==> src/rtl/cle_pkg.sv <==
// ----------------------------------------------------------------------------
// Cursor line editor package
// Shared constants, keystroke codes and types of the line editor.
// ----------------------------------------------------------------------------
package cle_pkg;

    localparam int CAPACITY_DEF = 64;

    localparam logic [7:0] KEY_LEFT  = 8'd60;
    localparam logic [7:0] KEY_RIGHT = 8'd62;

    localparam int QDEPTH = 4;
    localparam int QAW    = 2;

    typedef enum logic [1:0] {
        OP_INSERT,
        OP_LEFT,
        OP_RIGHT
    } op_t;

    // One classified keystroke word.
    typedef struct packed {
        op_t        op;
        logic [7:0] key;
        logic       line_end;
    } cmd_t;

    // Queue status as seen by the front and the back.
    typedef struct packed {
        logic nonempty;
        logic full;
    } q_stat_t;

    typedef enum logic [1:0] {
        S_IDLE,
        S_MOVE_L,
        S_MOVE_R,
        S_EMIT
    } back_state_t;

endpackage

==> src/rtl/cursor_line_editor.sv <==
// ----------------------------------------------------------------------------
// Cursor line editor
// Gap buffer line editor with a cursor between two character stacks.
// ----------------------------------------------------------------------------
// A keystroke word (key, line_end) is taken at a rising edge where start is
// high and busy is low. '<' moves the cursor one character left, '>' one
// character right, and any other byte is inserted at the cursor. An insert
// into a full line is dropped and marks the line as overflowed.
// The word that carries line_end emits the edited line left to right, one
// character word per cycle with out_valid high for exactly one cycle each;
// out_last marks the final word and a line with no text gives a single word
// with out_empty set. The receiver cannot stall, so results simply stream.
// A front stage classifies keys and feeds a four-entry queue; the back end
// runs one insert per cycle while it is idle and the queue holds words, and
// a cursor move as a registered stack memory read followed by the write to
// the other stack. Once its keystroke is executed, an emit delivers one
// character per cycle. busy rises only when the queue and the front stage
// are both full. Reset clears the counts, the overflow flag and the queue;
// the stack memories need no clearing since the counts cover written
// entries only.
// ----------------------------------------------------------------------------
module cursor_line_editor #(
    parameter int CAPACITY = cle_pkg::CAPACITY_DEF
) (
    input  logic        clk,
    input  logic        rst_n,
    input  logic        start,
    output logic        busy,
    input  logic [7:0]  key,
    input  logic        line_end,
    output logic        out_valid,
    output logic [7:0]  out_char,
    output logic        out_empty,
    output logic        out_overflow,
    output logic        out_last
);

    cle_pkg::q_stat_t q_stat;
    cle_pkg::cmd_t    push_cmd;
    cle_pkg::cmd_t    head_cmd;
    logic             push;
    logic             pop;

    // Front end: accept and classify keystrokes.
    cle_front u_front (
        .clk      (clk),
        .rst_n    (rst_n),
        .start    (start),
        .key      (key),
        .line_end (line_end),
        .q_stat   (q_stat),
        .busy     (busy),
        .push     (push),
        .push_cmd (push_cmd)
    );

    // Queue that decouples the front end from the stack engine.
    cle_queue u_queue (
        .clk      (clk),
        .rst_n    (rst_n),
        .push     (push),
        .push_cmd (push_cmd),
        .pop      (pop),
        .head_cmd (head_cmd),
        .q_stat   (q_stat)
    );

    // Back end: stack engine and line emitter.
    cle_back #(
        .CAPACITY (CAPACITY)
    ) u_back (
        .clk          (clk),
        .rst_n        (rst_n),
        .head_cmd     (head_cmd),
        .q_stat       (q_stat),
        .pop          (pop),
        .out_valid    (out_valid),
        .out_char     (out_char),
        .out_empty    (out_empty),
        .out_overflow (out_overflow),
        .out_last     (out_last)
    );

endmodule

==> src/rtl/cle_front.sv <==
// ----------------------------------------------------------------------------
// Cursor line editor front end
// Accepts keystroke words, classifies them and hands them to the queue.
// ----------------------------------------------------------------------------
module cle_front (
    input  logic                clk,
    input  logic                rst_n,
    input  logic                start,
    input  logic [7:0]          key,
    input  logic                line_end,
    input  cle_pkg::q_stat_t    q_stat,
    output logic                busy,
    output logic                push,
    output cle_pkg::cmd_t       push_cmd
);

    logic          fv_reg;
    logic          fv_next;
    cle_pkg::cmd_t fcmd_reg;
    cle_pkg::cmd_t fcmd_next;
    logic          accept;

    assign busy     = fv_reg && q_stat.full;
    assign accept   = start && !busy;
    assign push     = fv_reg && !q_stat.full;
    assign push_cmd = fcmd_reg;

    always_comb
    begin
        fv_next   = fv_reg;
        fcmd_next = fcmd_reg;
        if (accept)
        begin
            fv_next            = 1'b1;
            fcmd_next.key      = key;
            fcmd_next.line_end = line_end;
            if (key == cle_pkg::KEY_LEFT)
                fcmd_next.op = cle_pkg::OP_LEFT;
            else if (key == cle_pkg::KEY_RIGHT)
                fcmd_next.op = cle_pkg::OP_RIGHT;
            else
                fcmd_next.op = cle_pkg::OP_INSERT;
        end
        else if (push)
        begin
            fv_next = 1'b0;
        end
    end

    always_ff @(posedge clk or negedge rst_n)
    begin
        if (!rst_n)
            fv_reg <= 1'b0;
        else
            fv_reg <= fv_next;
    end

    always_ff @(posedge clk)
    begin
        fcmd_reg <= fcmd_next;
    end

endmodule

==> src/rtl/cle_queue.sv <==
// ----------------------------------------------------------------------------
// Cursor line editor command queue
// Small first-in first-out buffer between the front end and the back end.
// ----------------------------------------------------------------------------
module cle_queue (
    input  logic                clk,
    input  logic                rst_n,
    input  logic                push,
    input  cle_pkg::cmd_t       push_cmd,
    input  logic                pop,
    output cle_pkg::cmd_t       head_cmd,
    output cle_pkg::q_stat_t    q_stat
);

    cle_pkg::cmd_t              entry_reg [cle_pkg::QDEPTH];
    logic [cle_pkg::QAW-1:0]    wr_ptr_reg;
    logic [cle_pkg::QAW-1:0]    wr_ptr_next;
    logic [cle_pkg::QAW-1:0]    rd_ptr_reg;
    logic [cle_pkg::QAW-1:0]    rd_ptr_next;
    logic [cle_pkg::QAW:0]      count_reg;
    logic [cle_pkg::QAW:0]      count_next;
    logic                       do_push;
    logic                       do_pop;

    assign q_stat.full     = (count_reg == (cle_pkg::QAW+1)'(cle_pkg::QDEPTH));
    assign q_stat.nonempty = (count_reg != '0);
    assign head_cmd        = entry_reg[rd_ptr_reg];

    assign do_push = push && !q_stat.full;
    assign do_pop  = pop && q_stat.nonempty;

    always_comb
    begin
        wr_ptr_next = do_push ? wr_ptr_reg + 1'b1 : wr_ptr_reg;
        rd_ptr_next = do_pop  ? rd_ptr_reg + 1'b1 : rd_ptr_reg;
        count_next  = count_reg;
        if (do_push && !do_pop)
            count_next = count_reg + 1'b1;
        else if (do_pop && !do_push)
            count_next = count_reg - 1'b1;
    end

    always_ff @(posedge clk or negedge rst_n)
    begin
        if (!rst_n)
        begin
            wr_ptr_reg <= '0;
            rd_ptr_reg <= '0;
            count_reg  <= '0;
        end
        else
        begin
            wr_ptr_reg <= wr_ptr_next;
            rd_ptr_reg <= rd_ptr_next;
            count_reg  <= count_next;
        end
    end

    always_ff @(posedge clk)
    begin
        if (do_push)
            entry_reg[wr_ptr_reg] <= push_cmd;
    end

endmodule

==> src/rtl/cle_back.sv <==
// ----------------------------------------------------------------------------
// Cursor line editor back end
// Executes queued keystrokes on the two stacks and emits finished lines.
// ----------------------------------------------------------------------------
module cle_back #(
    parameter int CAPACITY = cle_pkg::CAPACITY_DEF
) (
    input  logic                clk,
    input  logic                rst_n,
    input  cle_pkg::cmd_t       head_cmd,
    input  cle_pkg::q_stat_t    q_stat,
    output logic                pop,
    output logic                out_valid,
    output logic [7:0]          out_char,
    output logic                out_empty,
    output logic                out_overflow,
    output logic                out_last
);

    localparam int AW = (CAPACITY > 1) ? $clog2(CAPACITY) : 1;
    localparam int CW = $clog2(CAPACITY + 1);

    cle_pkg::back_state_t state_reg;
    cle_pkg::back_state_t state_next;

    logic [7:0]     left_mem  [CAPACITY];
    logic [7:0]     right_mem [CAPACITY];
    logic [7:0]     rdata_l_reg;
    logic [7:0]     rdata_r_reg;

    logic [CW-1:0]  lc_reg;
    logic [CW-1:0]  lc_next;
    logic [CW-1:0]  rc_reg;
    logic [CW-1:0]  rc_next;
    logic [CW-1:0]  k_reg;
    logic [CW-1:0]  k_next;
    logic           ovf_reg;
    logic           ovf_next;
    logic           le_reg;
    logic           le_next;

    logic           pv_reg;
    logic           pv_next;
    logic           psrc_r_reg;
    logic           psrc_r_next;
    logic           pempty_reg;
    logic           pempty_next;
    logic           plast_reg;
    logic           plast_next;
    logic           povf_reg;
    logic           povf_next;

    logic [CW:0]    sum;
    logic [CW-1:0]  total;
    logic [CW-1:0]  ridx;
    logic           line_full;
    logic           emit_last;

    logic           l_we;
    logic [AW-1:0]  l_waddr;
    logic [7:0]     l_wdata;
    logic [AW-1:0]  l_raddr;
    logic           r_we;
    logic [AW-1:0]  r_waddr;
    logic [AW-1:0]  r_raddr;

    assign sum       = {1'b0, lc_reg} + {1'b0, rc_reg};
    assign total     = sum[CW-1:0];
    assign ridx      = total - CW'(1) - k_reg;
    assign line_full = (total >= CW'(CAPACITY));
    assign emit_last = (k_reg == total - CW'(1));
    assign pop       = (state_reg == cle_pkg::S_IDLE) && q_stat.nonempty;

    // Next state.
    always_comb
    begin
        state_next = state_reg;
        unique case (state_reg)
            cle_pkg::S_IDLE:
            begin
                if (pop)
                begin
                    priority if (head_cmd.op == cle_pkg::OP_LEFT && lc_reg != '0)
                        state_next = cle_pkg::S_MOVE_L;
                    else if (head_cmd.op == cle_pkg::OP_RIGHT && rc_reg != '0)
                        state_next = cle_pkg::S_MOVE_R;
                    else if (head_cmd.line_end)
                        state_next = cle_pkg::S_EMIT;
                    else
                        state_next = cle_pkg::S_IDLE;
                end
            end
            cle_pkg::S_MOVE_L,
            cle_pkg::S_MOVE_R:
                state_next = le_reg ? cle_pkg::S_EMIT : cle_pkg::S_IDLE;
            cle_pkg::S_EMIT:
            begin
                if (total == '0 || emit_last)
                    state_next = cle_pkg::S_IDLE;
            end
            default:
                state_next = cle_pkg::S_IDLE;
        endcase
    end

    // Datapath controls and counter updates.
    always_comb
    begin
        lc_next     = lc_reg;
        rc_next     = rc_reg;
        k_next      = '0;
        ovf_next    = ovf_reg;
        le_next     = le_reg;
        pv_next     = 1'b0;
        psrc_r_next = psrc_r_reg;
        pempty_next = 1'b0;
        plast_next  = 1'b0;
        povf_next   = povf_reg;
        l_we        = 1'b0;
        l_waddr     = lc_reg[AW-1:0];
        l_wdata     = head_cmd.key;
        l_raddr     = k_reg[AW-1:0];
        r_we        = 1'b0;
        r_waddr     = rc_reg[AW-1:0];
        r_raddr     = ridx[AW-1:0];
        unique case (state_reg)
            cle_pkg::S_IDLE:
            begin
                if (pop)
                begin
                    le_next = head_cmd.line_end;
                    unique case (head_cmd.op)
                        cle_pkg::OP_LEFT:
                        begin
                            if (lc_reg != '0)
                            begin
                                lc_next = lc_reg - CW'(1);
                                l_raddr = lc_next[AW-1:0];
                            end
                        end
                        cle_pkg::OP_RIGHT:
                        begin
                            if (rc_reg != '0)
                            begin
                                rc_next = rc_reg - CW'(1);
                                r_raddr = rc_next[AW-1:0];
                            end
                        end
                        cle_pkg::OP_INSERT:
                        begin
                            if (line_full)
                                ovf_next = 1'b1;
                            else
                            begin
                                l_we    = 1'b1;
                                lc_next = lc_reg + CW'(1);
                            end
                        end
                        default:
                            le_next = head_cmd.line_end;
                    endcase
                end
            end
            cle_pkg::S_MOVE_L:
            begin
                r_we    = 1'b1;
                rc_next = rc_reg + CW'(1);
            end
            cle_pkg::S_MOVE_R:
            begin
                l_we    = 1'b1;
                l_wdata = rdata_r_reg;
                lc_next = lc_reg + CW'(1);
            end
            cle_pkg::S_EMIT:
            begin
                pv_next   = 1'b1;
                povf_next = ovf_reg;
                if (total == '0)
                begin
                    pempty_next = 1'b1;
                    plast_next  = 1'b1;
                    ovf_next    = 1'b0;
                end
                else
                begin
                    psrc_r_next = (k_reg >= lc_reg);
                    plast_next  = emit_last;
                    if (emit_last)
                    begin
                        lc_next  = '0;
                        rc_next  = '0;
                        ovf_next = 1'b0;
                    end
                    else
                    begin
                        k_next = k_reg + CW'(1);
                    end
                end
            end
            default:
                pv_next = 1'b0;
        endcase
    end

    always_ff @(posedge clk or negedge rst_n)
    begin
        if (!rst_n)
        begin
            state_reg <= cle_pkg::S_IDLE;
            lc_reg    <= '0;
            rc_reg    <= '0;
            k_reg     <= '0;
            ovf_reg   <= 1'b0;
            le_reg    <= 1'b0;
            pv_reg    <= 1'b0;
        end
        else
        begin
            state_reg <= state_next;
            lc_reg    <= lc_next;
            rc_reg    <= rc_next;
            k_reg     <= k_next;
            ovf_reg   <= ovf_next;
            le_reg    <= le_next;
            pv_reg    <= pv_next;
        end
    end

    always_ff @(posedge clk)
    begin
        psrc_r_reg <= psrc_r_next;
        pempty_reg <= pempty_next;
        plast_reg  <= plast_next;
        povf_reg   <= povf_next;
    end

    // Left stack memory.
    always_ff @(posedge clk)
    begin
        if (l_we)
            left_mem[l_waddr] <= l_wdata;
        rdata_l_reg <= left_mem[l_raddr];
    end

    // Right stack memory.
    always_ff @(posedge clk)
    begin
        if (r_we)
            right_mem[r_waddr] <= rdata_l_reg;
        rdata_r_reg <= right_mem[r_raddr];
    end

    assign out_valid    = pv_reg;
    assign out_empty    = pempty_reg;
    assign out_last     = plast_reg;
    assign out_overflow = povf_reg;
    assign out_char     = pempty_reg ? 8'd0 : (psrc_r_reg ? rdata_r_reg : rdata_l_reg);

endmodule

==> config.mk <==
export PLATFORM = sky130hd
export DESIGN_NAME = cursor_line_editor
export DESIGN_NICKNAME = d
export VERILOG_FILES = /design/src/rtl/cle_pkg.sv /design/src/rtl/cursor_line_editor.sv /design/src/rtl/cle_front.sv /design/src/rtl/cle_queue.sv /design/src/rtl/cle_back.sv
export SDC_FILE = /design/constraint.sdc
export NUM_CORES = 1
export LEC_CHECK = 0
export BUFFER_PORTS_ARGS = -buffer_cell sky130_fd_sc_hd__buf_4
export CAP_MARGIN = 20
export CORE_MARGIN = 3
export CORE_UTILIZATION = 43
export DETAILED_ROUTE_END_ITERATION = 7
export GPL_TIMING_DRIVEN = 0
export PLACE_DENSITY_LB_ADDON = 0.12
export REMOVE_ABC_BUFFERS = 1
export SETUP_SLACK_MARGIN = 0.2
export SLEW_MARGIN = 40
export SYNTH_ARGS = -nofsm -noshare
export SYNTH_HDL_FRONTEND = slang
export SYNTH_SLANG_ARGS = --single-unit
==> constraint.sdc <==
create_clock -name clk -period 3.54 [get_ports clk]
set_input_delay 0.531 -clock clk [delete_from_list [all_inputs] [get_ports clk]]
set_output_delay 0.531 -clock clk [all_outputs]
set_load 0.01 [all_outputs]
### After elaboration in Yosys (flattened, before gate mapping)

Memory sizes are Yosys's and may differ from the RTL's. A register that Yosys moved wholly into a read port is not among the register bits.
Index checks and enable logic that the tools add are counted.

| word-level totals | value |
|---|---|
| bits in writable memories | 1,068 |
| memories | 3 |
| register bits after elaboration | 49 |
| input port bits | 12 |
| output and inout port bits | 13 |
| word-level logic and storage cells | 147 |

| operators by class | value |
|---|---|
| muxes and demuxes | 57 |
| equal/unequal tests | 21 |
| $add $sub $neg | 12 |
| bitwise gates (word level) | 1 |
| reduce and logical (&&, ||, !) cells | 33 |
| order comparisons | 2 |

Memory list:

| name | words | bits a word | rd ports | clocked after memory_dff | write ports | line | source |
|---|---|---|---|---|---|---|---|
| u_back.left_mem | 64 | 8 | 1 | 1 | 1 | cle_back.sv:26 | `logic [7:0] left_mem [CAPACITY];` |
| u_back.right_mem | 64 | 8 | 1 | 1 | 1 | cle_back.sv:27 | `logic [7:0] right_mem [CAPACITY];` |
| u_queue.entry_reg | 4 | 11 | 1 | 0 | 1 | cle_queue.sv:15 | `cle_pkg::cmd_t entry_reg [cle_pkg::QDEPTH];` |

Operator list:

| kind | number |
|---|---|
| 7-bit two-way mux | 11 |
| 6-bit two-way mux | 8 |
| 7-bit one-hot mux with 3 select lines | 2 |
| 8-bit two-way mux | 3 |
| 7-bit by 1-bit adder with 7-bit output (second input constant) | 3 |
| 7-bit by 1-bit subtractor with 7-bit output (second input constant) | 3 |
| 1-bit two-way mux | 20 |
| 8-bit by 6-bit == test with 1-bit output (second input constant) | 2 |
| 2-bit two-way mux | 7 |
| 7-bit one-hot mux with 2 select lines | 1 |
| 7-bit nonzero test | 2 |
| 1-bit logical AND | 10 |
| 2-bit != test (second input constant) | 5 |
| 3-bit != test (second input constant) | 3 |
| 3-bit nonzero test | 3 |
| 7-bit adder | 1 |
| 7-bit == test | 1 |
| 7-bit greater-or-equal comparator | 1 |
| 7-bit greater-or-equal comparator (second input constant) | 1 |
| 7-bit zero test | 1 |
| 7-bit AND reduction | 1 |
| 2-bit == test (second input constant) | 3 |
| 3-bit two-way mux | 2 |
| 2-bit by 1-bit != test with 1-bit output (second input constant) | 3 |
| other kinds (18) | 29 |

### Logic depth before layout (Yosys ltp)

| depth | value |
|---|---|
| word-level depth | 8 |
| depth in mapped cells | 18 |

### By module

A second synthesis with hierarchy kept.

| unflattened totals | value |
|---|---|
| cells, all modules | 3,004 |
| area, all modules | 47,355.4 µm² |

Modules (own cells, without submodules):

| module | cells each | area each (µm²) | seq. area each (µm²) | times used |
|---|---|---|---|---|
| cle_back | 2,892 | 44,860.5 | 31,820.5 | 1 |
| cle_queue | 92 | 2,055.7 | 1,496.4 | 1 |
| cle_front | 20 | 439.2 | 355.3 | 1 |

### Worst setup path before layout

Ideal clock, no wire load.

| timing path | value |
|---|---|
| path kind | register to register |
| start | register u_back.lc_reg[0] |
| end | register u_back.rdata_r_reg[1], read port of u_back.right_mem |
| cell stages (with the launch flop) | 18 |
| library setup time | 62 ps |
| data arrival time | 3,787 ps |
| setup slack | -309 ps |
| clock period less this slack | 3,849 ps |
| required time | 3,478 ps |
| cell sequence | dfrtp_1 -> ha_1 -> fa_1 -> a21o_1 -> a21oi_2 -> xnor2_1 -> nand3_1 -> nand2_1 -> ha_1 -> and2_1 -> o21ai_0 -> and3_1 -> a211o_1 -> a31oi_1 -> and2_1 -> clkbuf_1 -> a21bo_2 -> nand3_1 |

| on the way | value |
|---|---|
| cells in the longest elaborated chain, start to end | 7 |

RTL lines:

| element | line | source |
|---|---|---|
| start, declared | cle_back.sv:31 | `logic [CW-1:0] lc_reg;` |
| start signal, assigned | cle_back.sv:221 | `lc_reg <= lc_next;` |
| 7-bit adder * | cle_back.sv:67 | `assign sum = {1'b0, lc_reg} + {1'b0, rc_reg};` |
| 7-bit by 1-bit subtractor with 7-bit output * | cle_back.sv:69 | `assign ridx = total - CW'(1) - k_reg;` |
| 6-bit subtractor * | cle_back.sv:69 |  |
| 6-bit two-way mux | cle_back.sv:143 | `if (rc_reg != '0)` |
| 6-bit two-way mux | cle_back.sv:132 | `unique case (head_cmd.op)` |
| 6-bit two-way mux | cle_back.sv:129 | `if (pop)` |
| 6-bit two-way mux * | cle_back.sv:126 | `unique case (state_reg)` |
| end, declared | cle_back.sv:29 | `logic [7:0] rdata_r_reg;` |

Every way passes the cells marked *; elsewhere a longest branch is shown, timed or not.
A chain may end at the register's enable or synchronous reset.

### Final worst setup path

| timing path | value |
|---|---|
| start | register u_back.rc_reg[1] |
| end | register u_back.rdata_r_reg[6], read port of u_back.right_mem |

| on the way | value |
|---|---|
| cells in the longest elaborated chain, start to end | 7 |
| elaborated cells on any way between the ends | 9 |

RTL lines:

| element | line | source |
|---|---|---|
| start, declared | cle_back.sv:33 | `logic [CW-1:0] rc_reg;` |
| start signal, assigned | cle_back.sv:222 | `rc_reg <= rc_next;` |
| 7-bit adder | cle_back.sv:67 |  |
| 7-bit by 1-bit subtractor with 7-bit output | cle_back.sv:69 |  |
| 6-bit subtractor | cle_back.sv:69 |  |
| 6-bit two-way mux | cle_back.sv:143 |  |
| 6-bit two-way mux | cle_back.sv:132 |  |
| 6-bit two-way mux | cle_back.sv:129 |  |
| 6-bit two-way mux * | cle_back.sv:126 |  |

Marks and branches as above.

==> impl_metrics.xml <==
<?xml version="1.0" encoding="UTF-8"?>
<metrics>
  <group name="placement">
    <metric name="gpl.final_weighted_congestion" unit="">0.868</metric>
    <metric name="dp.final_hpwl" unit="mm">73.2</metric>
    <metric name="portBuffers" unit="">24</metric>
    <metric name="post_dp_cell_area" unit="sq um">48700</metric>
  </group>
  <group name="sta">
    <metric name="rsz0062_at_grt" unit="">yes</metric>
    <metric name="hold_violations_final" unit="">0</metric>
    <metric name="fin_skew" unit="ps">34.6</metric>
    <metric name="tightest_slew" unit="ps">1050</metric>
    <metric name="worst_slack" unit="ps">-867</metric>
    <metric name="fmaxAchievable" unit="MHz">227</metric>
    <metric name="finalCritPeriodShare" unit="">1.24</metric>
    <metric name="setup-violations-final" unit="">144</metric>
    <metric name="timing.slew.headroom" unit="">0.299</metric>
    <metric name="final-max-slew-violation-count" unit="">0</metric>
    <metric name="period_minus_slack" unit="ps">4410</metric>
  </group>
  <group name="floorplanning">
    <metric name="chipHeight" unit="um">334</metric>
    <metric name="floorplan.rows" unit="">119</metric>
    <metric name="width_of_the_chip" unit="um">334</metric>
    <metric name="initial_core_util" unit="">0.436</metric>
    <metric name="die-area" unit="sq um">112000</metric>
    <metric name="core-area" unit="sq um">106000</metric>
    <metric name="io_pins" unit="">25</metric>
  </group>
  <group name="logic_synthesis">
    <metric name="mappedNetlistArea" unit="sq um">46300</metric>
    <metric name="synth_top_area_cell" unit="">sky130_fd_sc_hd__edfxtp_1</metric>
    <metric name="synth.most_common_cell" unit="">sky130_fd_sc_hd__edfxtp_1</metric>
    <metric name="post_synth_most_frequent_cells" unit="">sky130_fd_sc_hd__edfxtp_1 (1081), sky130_fd_sc_hd__nand2_1 (299), sky130_fd_sc_hd__nor2_1 (214), sky130_fd_sc_hd__mux4_2 (174), sky130_fd_sc_hd__nand3_1 (82)</metric>
    <metric name="area_share_of_the_largest_cell_type_after_synthesis" unit="">0.702</metric>
    <metric name="synth.lib_cells_used.distinct" unit="">78</metric>
    <metric name="syn-instance-count" unit="">2782</metric>
    <metric name="leading_cell_types_by_total_area_after_synthesis" unit="">sky130_fd_sc_hd__edfxtp_1 (70%), sky130_fd_sc_hd__mux4_2 (8.5%), sky130_fd_sc_hd__nand2_1 (2.4%)</metric>
    <metric name="postSynth.asyncResetShare" unit="">0.0300</metric>
    <metric name="syn_area_per_cell" unit="sq um">16.6</metric>
    <metric name="ys_warn_count" unit="">0</metric>
    <metric name="synth_seq_cells" unit="">1133</metric>
    <metric name="synth-edff-count" unit="">1081</metric>
    <metric name="postSynth.topFlopCell" unit="">sky130_fd_sc_hd__edfxtp_1</metric>
    <metric name="seq_area_frac_synth" unit="">0.728</metric>
  </group>
  <group name="finish">
    <metric name="layout.filler_cells" unit="">8304</metric>
    <metric name="finalInstanceArea" unit="sq um">57400</metric>
    <metric name="finalNetCount" unit="">3119</metric>
    <metric name="drive_gt1_frac" unit="">0.327</metric>
    <metric name="synthToLayoutAreaGrowth" unit="%">24.1</metric>
  </group>
  <group name="worst_setup_path">
    <metric name="worstSetupEndpointType" unit="">flop</metric>
    <metric name="worstPathCellList" unit="">buf_4, fa_2, inv_2, ha_4, inv_2, fa_2, a21oi_4, nor2_4, buf_12, buf_16, buf_16, mux2i_2, mux2_4, a21oi_2, o211ai_1, nand4_1</metric>
    <metric name="startpoint_type" unit="">flop</metric>
    <metric name="crit_path_max_incr_delay" unit="ps">600</metric>
    <metric name="cpMaxStageDelayCell" unit="">sky130_fd_sc_hd__fa_2</metric>
    <metric name="path_max_fanout" unit="">11</metric>
    <metric name="worstSetupPathType" unit="">reg -&gt; reg</metric>
    <metric name="crit_required" unit="ps">4010</metric>
    <metric name="crit_arrival" unit="ps">4880</metric>
  </group>
  <group name="clock_network">
    <metric name="clk_transition_reported_paths" unit="ps">60</metric>
    <metric name="insertion_delay" unit="ps">720</metric>
    <metric name="tritoncts" unit="">yes</metric>
    <metric name="clk_root_buffer_cell" unit="">sky130_fd_sc_hd__clkbuf_16</metric>
    <metric name="clock_tree.htree_level_count" unit="">3</metric>
    <metric name="clock_sinks" unit="">1133</metric>
    <metric name="cts_buffer_depth" unit="">3</metric>
    <metric name="numCtsBuffers" unit="">115</metric>
  </group>
  <group name="grt">
    <metric name="grt_max_degree" unit="">65</metric>
    <metric name="grt_pass1_wl" unit="mm">180</metric>
    <metric name="overflow" unit="">0</metric>
    <metric name="track_usage" unit="">0.219</metric>
    <metric name="grt_antenna_before_repair" unit="">2</metric>
    <metric name="grt_pass1_vias" unit="">26898</metric>
  </group>
  <group name="outcome">
    <metric name="failed_checks" unit="">negative setup slack</metric>
    <metric name="run_status" unit="">finished, violations left</metric>
  </group>
  <group name="min_path">
    <metric name="timing.hold.worst.class" unit="">in -&gt; async</metric>
  </group>
  <group name="flow_run">
    <metric name="cap_viol_max_count" unit="">0</metric>
  </group>
  <group name="drt">
    <metric name="ant_nets" unit="">0</metric>
    <metric name="initialDrtViolationCount" unit="">2789</metric>
    <metric name="highest_layer_used_for_signal_routing" unit="">met5</metric>
    <metric name="met2RoutedLength" unit="mm">62.6</metric>
    <metric name="drc_viols" unit="">0</metric>
    <metric name="route.vias.total" unit="">26840</metric>
    <metric name="post_drt_via_cell_ratio" unit="">5.88</metric>
    <metric name="wl_met1" unit="mm">49.6</metric>
    <metric name="wl_per_cell" unit="um">27.2</metric>
    <metric name="drt_first_pass_iters" unit="">8</metric>
    <metric name="met3RoutedLength" unit="mm">7.08</metric>
    <metric name="wl" unit="mm">124</metric>
  </group>
</metrics>
cell type report:
class / count / area [sq um] / area share
inverters: 30 / 116 / 0.00203
clock inverters: 70 / 657 / 0.0114
diodes: 1 / 2.50 / 0.0000436
repair buffers: 315 / 4150 / 0.0723
well taps: 1391 / 1740 / 0.0303
flip-flops and latches: 1133 / 33700 / 0.587
clock buffers: 146 / 3100 / 0.0540
multi-input cells: 1475 / 13900 / 0.243
through the flow:
stage,cells,utilization,setup TNS (ps),hold slack (ps),worst slack [ps]
global placement,4047,0.447,-743080,479,-11870
global route,4560,0.542,-41310,340,-925
CTS,4465,0.521,-53540,300,-875
detailed placement,4104,0.460,-639910,471,-2340
finish,4561,0.542,-14640,325,-867
floorplan,2632,-,-65350,235,-5130
logic make-up (layout without fill, tap and decap cells):
| kind of cell | count (synthesis) | count (layout) | share of synthesized area |
|---|---|---|---|
| DFF | 1133 | 1133 | 0.728 |
| and+or+nand+nor | 766 | 772 | 0.0736 |
| AOI/OAI and AO/OA | 372 | 372 | 0.0582 |
| muxes | 264 | 264 | 0.105 |
| buffers and inverters | 180 | 561 | 0.0191 |
| adders and majority gates | 37 | 37 | 0.0105 |
| xor gates and xnor gates | 30 | 30 | 0.00598 |
| other | 0 | 1 | 0 |
layout by cell type (no fill, tap or decap), drive strengths merged, types with 20 or more instances in the layout:
master	instances
o21ai	64
a211oi	25
ha	34
a21oi	35
nor3	37
nand2	301
mux2i	72
clkinv	50
o22ai	23
a2111oi	20
clkbuf	147
a31oi	37
dfrtp	34
edfxtp	1081
buf	298
nor2	216
and3	38
mux4	174
a32oi	28
a311oi	26
inv	32
nand3	84
critical path: cells and delay by family, from the launching register on:
family                   cells  cell delay, ps
adder cells (fa/ha/maj)      3            1450
AO/OA/AOI/OAI                3             560
buffers and inverters        6             690
flip-flops                   1             500
multiplexers                 2             390
AND/OR/NAND/NOR              2             540
routing by layer:
| metal | vias to the layer above | global-route usage |
|---|---|---|
| li1 | 11661 | - |
| met1 | 13948 | 0.288 |
| met2 | 962 | 0.374 |
| met3 | 267 | 0.0352 |
| met4 | 2 | 0.0732 |
| met5 | - | 0 |
repair_timing:
| item | CTS | global route |
|---|---|---|
| setup buffers | 119 | 91 |
| endpoints found under the setup margin | 641 | 737 |
| hold buffers | 11 | 0 |
| resized for setup | 270 | 220 |
| gates cloned | 15 | 2 |
| pin swaps | 65 | 116 |
| endpoints found under the hold margin | 44 | 0 |
final timing paths:
| path | start | to | slack [ps] | depth (start not counted) |
|---|---|---|---|---|
| max | u_back.rc_reg[1]$_DFFE_PN0P_ | u_back.rdata_r_reg[6]$_DFF_P_ | -870 | 16 |
| min | rst_n | u_back.out_valid$_DFF_PN0_ | 320 | 2 |
| max reg2reg | u_back.rc_reg[1]$_DFFE_PN0P_ | u_back.rdata_r_reg[6]$_DFF_P_ | -870 | 16 |
| min reg2reg | u_back.le_reg$_DFFE_PN0P_ | u_back.le_reg$_DFFE_PN0P_ | 490 | 2 |
| max in group asynchronous | rst_n | u_back.rc_reg[2]$_DFFE_PN0P_ | 2770 | 2 |
| min in group clk | u_back.le_reg$_DFFE_PN0P_ | u_back.le_reg$_DFFE_PN0P_ | 490 | 2 |
Power is not shown: default switching activity piles up to over one toggle a cycle in this logic, so the estimate is an artifact.
